[config.mk]
export PLATFORM = sky130hd
export DESIGN_NAME = gmw_ctrl
export DESIGN_NICKNAME = d
export VERILOG_FILES = /design/src/gmw_pkg.sv /design/src/gmw_ctrl.sv
export SDC_FILE = /design/constraint.sdc
export NUM_CORES = 1
export LEC_CHECK = 0
export BUFFER_PORTS_ARGS = -buffer_cell sky130_fd_sc_hd__buf_2
export CELL_PAD_IN_SITES_DETAIL_PLACEMENT = 0
export CELL_PAD_IN_SITES_GLOBAL_PLACEMENT = 2
export CORE_AREA = 2 2 39 41
export DETAILED_ROUTE_END_ITERATION = 10
export DIE_AREA = 0 0 41 43
export GPL_TIMING_DRIVEN = 0
export PLACE_DENSITY_LB_ADDON = 0.2
export SLEW_MARGIN = 0
export SYNTH_ARGS = -nofsm -noshare
export SYNTH_HDL_FRONTEND = slang
export SYNTH_SLANG_ARGS = --single-unit
[constraint.sdc]
create_clock -name i_clk -period 4.1 [get_ports i_clk]
set_clock_uncertainty 0.15 [all_clocks]
set_input_delay 0.82 -clock i_clk [delete_from_list [all_inputs] [get_ports i_clk]]
set_output_delay 0.82 -clock i_clk [all_outputs]
set_load 0.01 [all_outputs]
[src/gmw_pkg.sv]
// ============================================================================
// gmw_pkg: shared definitions for the gray morphology window block
// Holds the configuration register indexes, operation codes, sequencer
// states, the controller/datapath command and status bundles, and the disk
// reach table.
// ============================================================================
package gmw_pkg;

    // Default sizes for the top-level parameters.
    localparam int GMW_MAX_WIDTH  = 1024;
    localparam int GMW_MAX_RADIUS = 3;

    // Frame limits.
    localparam int GMW_MAX_HEIGHT = 4096;
    localparam int GMW_MIN_SIZE   = 4;

    // Port widths fixed by the field definitions.
    localparam int PIX_W      = 8;
    localparam int ROW_W      = 12;
    localparam int OUT_COL_W  = 10;
    localparam int CFG_IDX_W  = 3;
    localparam int CFG_DATA_W = 13;

    // Configuration register indexes.
    localparam logic [CFG_IDX_W-1:0] CFG_IDX_WIDTH  = 3'd0;
    localparam logic [CFG_IDX_W-1:0] CFG_IDX_HEIGHT = 3'd1;
    localparam logic [CFG_IDX_W-1:0] CFG_IDX_RADIUS = 3'd2;
    localparam logic [CFG_IDX_W-1:0] CFG_IDX_DISK   = 3'd3;
    localparam logic [CFG_IDX_W-1:0] CFG_IDX_OP     = 3'd4;

    // Operation codes.
    localparam logic [1:0] OP_ERODE  = 2'd0;
    localparam logic [1:0] OP_DILATE = 2'd1;
    localparam logic [1:0] OP_EDGE   = 2'd2;

    // Sequencer states.
    typedef enum logic [1:0] {
        S_IDLE,
        S_TAP,
        S_LAST,
        S_EMIT
    } t_gmw_state;

    // Commands from the controller to the datapath.
    typedef struct packed {
        logic accept;     // take the input pixel and set up its outputs
        logic tap_issue;  // read one window tap and step the tap counters
        logic emit;       // load the output register and step the position
    } t_gmw_cmd;

    // Status from the datapath to the controller.
    typedef struct packed {
        logic has_out;    // the pending input pixel completes at least one window
        logic tap_last;   // the current tap is the last of the window
        logic out_last;   // the current output is the last of this transaction
        logic out_free;   // the output register can take a result this cycle
    } t_gmw_sts;

    // Vertical reach at column offset adx for radius r:
    // the disk uses ceil(sqrt(r*r - adx*adx)), the square uses r.
    function automatic logic [1:0] gmw_reach(input logic disk, input logic [1:0] r,
                                             input logic [1:0] adx);
        logic [1:0] d;
        begin
            d = r;
            if (disk) begin
                unique case ({r, adx})
                    4'b01_00: d = 2'd1;
                    4'b10_00: d = 2'd2;
                    4'b10_01: d = 2'd2;
                    4'b11_00: d = 2'd3;
                    4'b11_01: d = 2'd3;
                    4'b11_10: d = 2'd3;
                    default:  d = 2'd0;
                endcase
            end
            return d;
        end
    endfunction

endpackage

[src/gmw_ctrl.sv]
// ============================================================================
// gmw_ctrl: sequencer for the gray morphology window
// Takes an input pixel, walks the window taps of each output it completes
// and hands every result to the output register.
// ============================================================================
module gmw_ctrl (
    input  logic              i_clk,
    input  logic              i_rst_n,
    input  logic              i_valid,
    output logic              o_stall,
    input  gmw_pkg::t_gmw_sts i_sts,
    output gmw_pkg::t_gmw_cmd o_cmd
);
    import gmw_pkg::*;

    t_gmw_state r_state;
    t_gmw_state n_state;

    always_ff @(posedge i_clk) begin
        if (!i_rst_n) begin
            r_state <= S_IDLE;
        end else begin
            r_state <= n_state;
        end
    end

    always_comb begin
        n_state = r_state;
        unique case (r_state)
            S_IDLE: begin
                if (i_valid && i_sts.has_out) begin
                    n_state = S_TAP;
                end
            end
            S_TAP: begin
                if (i_sts.tap_last) begin
                    n_state = S_LAST;
                end
            end
            S_LAST: begin
                n_state = S_EMIT;
            end
            S_EMIT: begin
                if (i_sts.out_free) begin
                    n_state = i_sts.out_last ? S_IDLE : S_TAP;
                end
            end
            default: n_state = S_IDLE;
        endcase
    end

    always_comb begin
        o_cmd   = '0;
        o_stall = 1'b1;
        unique case (r_state)
            S_IDLE: begin
                o_stall      = 1'b0;
                o_cmd.accept = i_valid;
            end
            S_TAP: begin
                o_cmd.tap_issue = 1'b1;
            end
            S_EMIT: begin
                o_cmd.emit = i_sts.out_free;
            end
            default: begin
                o_cmd = '0;
            end
        endcase
    end

endmodule

* After elaboration in Yosys (flattened, before gate mapping)
Index checks and enable logic that the tools add are counted.
Cells by class: $add $sub $neg 0, multiply operators 0, div/mod/pow operators 0, magnitude comparators 0, equality and inequality tests 6, shift-type cells 0, multiplexer cells 9, bitwise logic cells 0, reductions and logical operators 3
Operator list (count):
- case mux 2 bit (4 select lines) | 1
- 2-to-1 mux 2 bit | 3
- != test 2 bit, second input constant | 3
- 2-to-1 mux 1 bit | 5
- == test 2 bit, second input constant | 2
- AND reduction 3 bit | 1
- == test 2 x 1 -> 1 bit, second input constant | 1
- zero test 2 bit | 1
- logical AND 1 bit | 1
Word-level totals: register bits after elaboration 2, latch bits 0, bits in writable memories 0, bits in read-only memories 0, input port bits 7, output and inout bits 4, logic and storage cells 19, memories kept 0

* Logic depth before layout (Yosys ltp)
depth in word-level cells 3, depth in mapped cells 5, gate-level depth less buffers 5

* Worst setup path after synthesis
No wires, ideal clock.
path kind input-to-output, start point in i_valid, end point out o_cmd[2] in the netlist's numbering, data arrival time 1.009 ns, required time 3.130 ns, setup slack 2.121 ns, stages 1, buffers on the path 0, path through and2_2
On the way: cells in the longest elaborated chain, start to end 1
Ends and longest elaborated chain:
- start: declaration | RTL line gmw_ctrl.sv:9 | input logic i_valid,
- 2-to-1 mux 1 bit | RTL line gmw_ctrl.sv:55 | unique case (r_state)
- end: declaration | RTL line gmw_ctrl.sv:12 | output gmw_pkg::t_gmw_cmd o_cmd
No other way between the ends.

==> impl_metrics.csv <==
group,metric,value,unit
synth,yosys-top-cells-area,"ha_1 24%, dfxtp_1 20%, a21bo_4 7.9%",
sta,slew_headroom,0.853,
cells_and_area,mostFrequentLayoutCells,"10 x buf_2, 4 x ha_1, 3 x inv_1, 3 x clkbuf_4, 2 x dfxtp_1",
synth,synth.avg_cell_area,9.33,µm²
cells_and_area,top_register,"r_state",
drt,vias_per_cell,3.92,
cts,numCtsBuffers,3,
worst_setup_path,end_kind,"primary output",
worst_setup_path,path_max_fanout,6,
cts,cts_sinks,2,
floorplanning,coreArea,1380,µm²
pwr,p_per_area,668,nW/µm²
cts,h-tree-depth,1,
worst_setup_path,critical_path_class,"reg2out",
cells_and_area,final_common_cell,"buf_2",
sta,fin_tns_setup,0,ps
sta,rsz0062_at_grt,"no",
sta,timing.hold.ws,530,ps
grt,grt_pass1_wl,627,µm
sta,maxSlewViolCount,0,
worst_setup_path,reg2reg_depth,5,
run_status,status,"finished clean",
sta,hold_viol,0,
sta,fin_crit_sh,0.547,
drt,routed_wl,466,µm
min_path,hp-class,"reg2reg",
worst_setup_path,cp.required,3130,ps
synth,yosysTopAreaCell,"ha_1",
synth,syn-num-nets,33,
floorplanning,fp.dieH,43,µm
synth,syn-cell-area,205,µm²
synth,syn_inst,22,
floorplanning,rows,14,
sta,fmax,0.446,GHz
drt,dr.pass1.iters,1,
floorplanning,initial_core_util,0.148,
sta,period_minus_slack,2240,ps
cts,cts_buffer_depth,2,
cts,cts_setup_buffers,0,
min_path,holdCritStartpoint,"r_state[1]",
min_path,hold-path-cell-count,3,
cells_and_area,top_regs,"r_state (2)",
floorplanning,fp.dieArea,1760,µm²
sta,tightestPinTransition,220,ps
worst_setup_path,worstReg2RegEnd,"r_state[0]",
cts,clkTransAtPathRegs,30,ps
min_path,hold_end,"r_state[1]",
drt,drc,0,
grt,grt_max_degree,7,
place,gp_congestion,0.674,
cells_and_area,nNetsFinal,48,
cts,root_buffer,"clkbuf_4",
place,io_buffer_count,10,
job,drv_cap,0,
floorplanning,die_x,41,µm
place,dp_hpwl,366,µm
pwr,p_leak,0.149,nW
worst_setup_path,regToRegStartpoint,"r_state[0]",
worst_setup_path,worst_setup_path_start_kind,"flip-flop",
grt,grt_usage,0.0541,
worst_setup_path,ff2ff_setup_slack,2480,ps
synth,synth_warnings,0,
drt,vias,200,
drt,ant_nets,0,
grt,first_global_vias,169,
cells_and_area,fillers,165,
pwr,power,0.199,mW
cts,ctsHoldBuffers,0,
cts,post_cts_resize_count,0,
pwr,peakVddDrop,0.203,mV
cells_and_area,area_growth,45.1,%
synth,ys_types,16,
grt,grt-ovfl-total,0,
synth,ys_seq_area_frac,0.195,
cts,clock_latency,220,ps
drt,wl_per_cell,9.14,µm
synth,yosys.area.top_type_share,0.244,
drt,drt_iter0_drc,0,
cts,cts_tree,"done",
sta,setup_violations,0,
worst_setup_path,critPathArrivalTime,1270,ps
cells_and_area,largest_reg_flops,2,
cells_and_area,diodes,0,
grt,antenna_found_initial,0,
floorplanning,io_pins,11,
synth,synth-seq-cells,2,
cells_and_area,drive_above_1_share,0.486,
[synthesized netlist by cell type]
| master | count |
|---|---|
| and2_2 | 1 |
| a21bo_4 | 1 |
| a21boi_2 | 1 |
| o311a_1 | 1 |
| and2_1 | 1 |
| a31o_2 | 1 |
| o22ai_1 | 1 |
| nand3_1 | 1 |
| or2b_1 | 1 |
| nand2b_1 | 1 |
| nand4_1 | 1 |
| a31o_1 | 1 |
| ha_1 | 4 |
| dfxtp_1 | 2 |
| nand2_1 | 1 |
| inv_1 | 3 |
[power by group]
group | switching (mW) | internal (mW)
clock network | 0.0115 | 0.0323
logic | 0.0560 | 0.0608
registers | 0.00991 | 0.0284
[cell families (layout without fill, tap and decap cells)]
logic type | count (synthesis) | in the layout | share of synthesized area
AOI/OAI and AO/OA | 6 | 6 | 0.299
adders and majority gates | 4 | 4 | 0.244
DFF | 2 | 2 | 0.195
and+or+nand+nor | 7 | 7 | 0.207
buffers and inverters | 3 | 16 | 0.0549
[worst max-delay path by stage]
stage,from,end,slack [ps],cells after the start
finish,r_state[0],o_cmd[2],1860,4
global route,r_state[0],o_cmd[2],1750,4
CTS,r_state[0],o_cmd[2],1840,4
detailed placement,i_valid,o_cmd[2],1890,3
global placement,i_valid,o_cmd[2],1900,3
floorplan,i_valid,o_cmd[2],2120,1
[stage by stage]
step / instance area (µm²) / setup slack, ps / utilization / std cells
floorplan: 205 / 2120 / - / 22
detailed placement: 275 / 1890 / 0.199 / 48
global route: 298 / 1750 / 0.215 / 51
global placement: 275 / 1900 / 0.199 / 48
CTS: 298 / 1840 / 0.215 / 51
finish: 298 / 1860 / 0.215 / 51
[worst max-delay path, stage by stage, from the launching register on]
cell and delay [ps]:
dfxtp_1 420, inv_1 100, ha_1 230, and2_2 170, buf_2 130
[layout make-up]
cell class / count / area, µm² / share of cell area
multi-input combinational: 17 / 154 / 0.517
clock buffer: 3 / 22.5 / 0.0756
sequential: 2 / 40.0 / 0.134
inverter: 3 / 11.3 / 0.0378
timing repair buffer: 10 / 50.0 / 0.168
tap: 16 / 20.0 / 0.0672
[layer usage]
layer / GRT usage / up-vias / part of all wire
li1: - / 104 / -
met1: 0.0573 / 90 / 0.41
met2: 0.0844 / 6 / 0.53
met3: 0 / 0 / 0.060
met4: 0.0600 / 0 / 0
met5: 0 / - / 0
No activity file was read; power rests on OpenSTA's default activity.
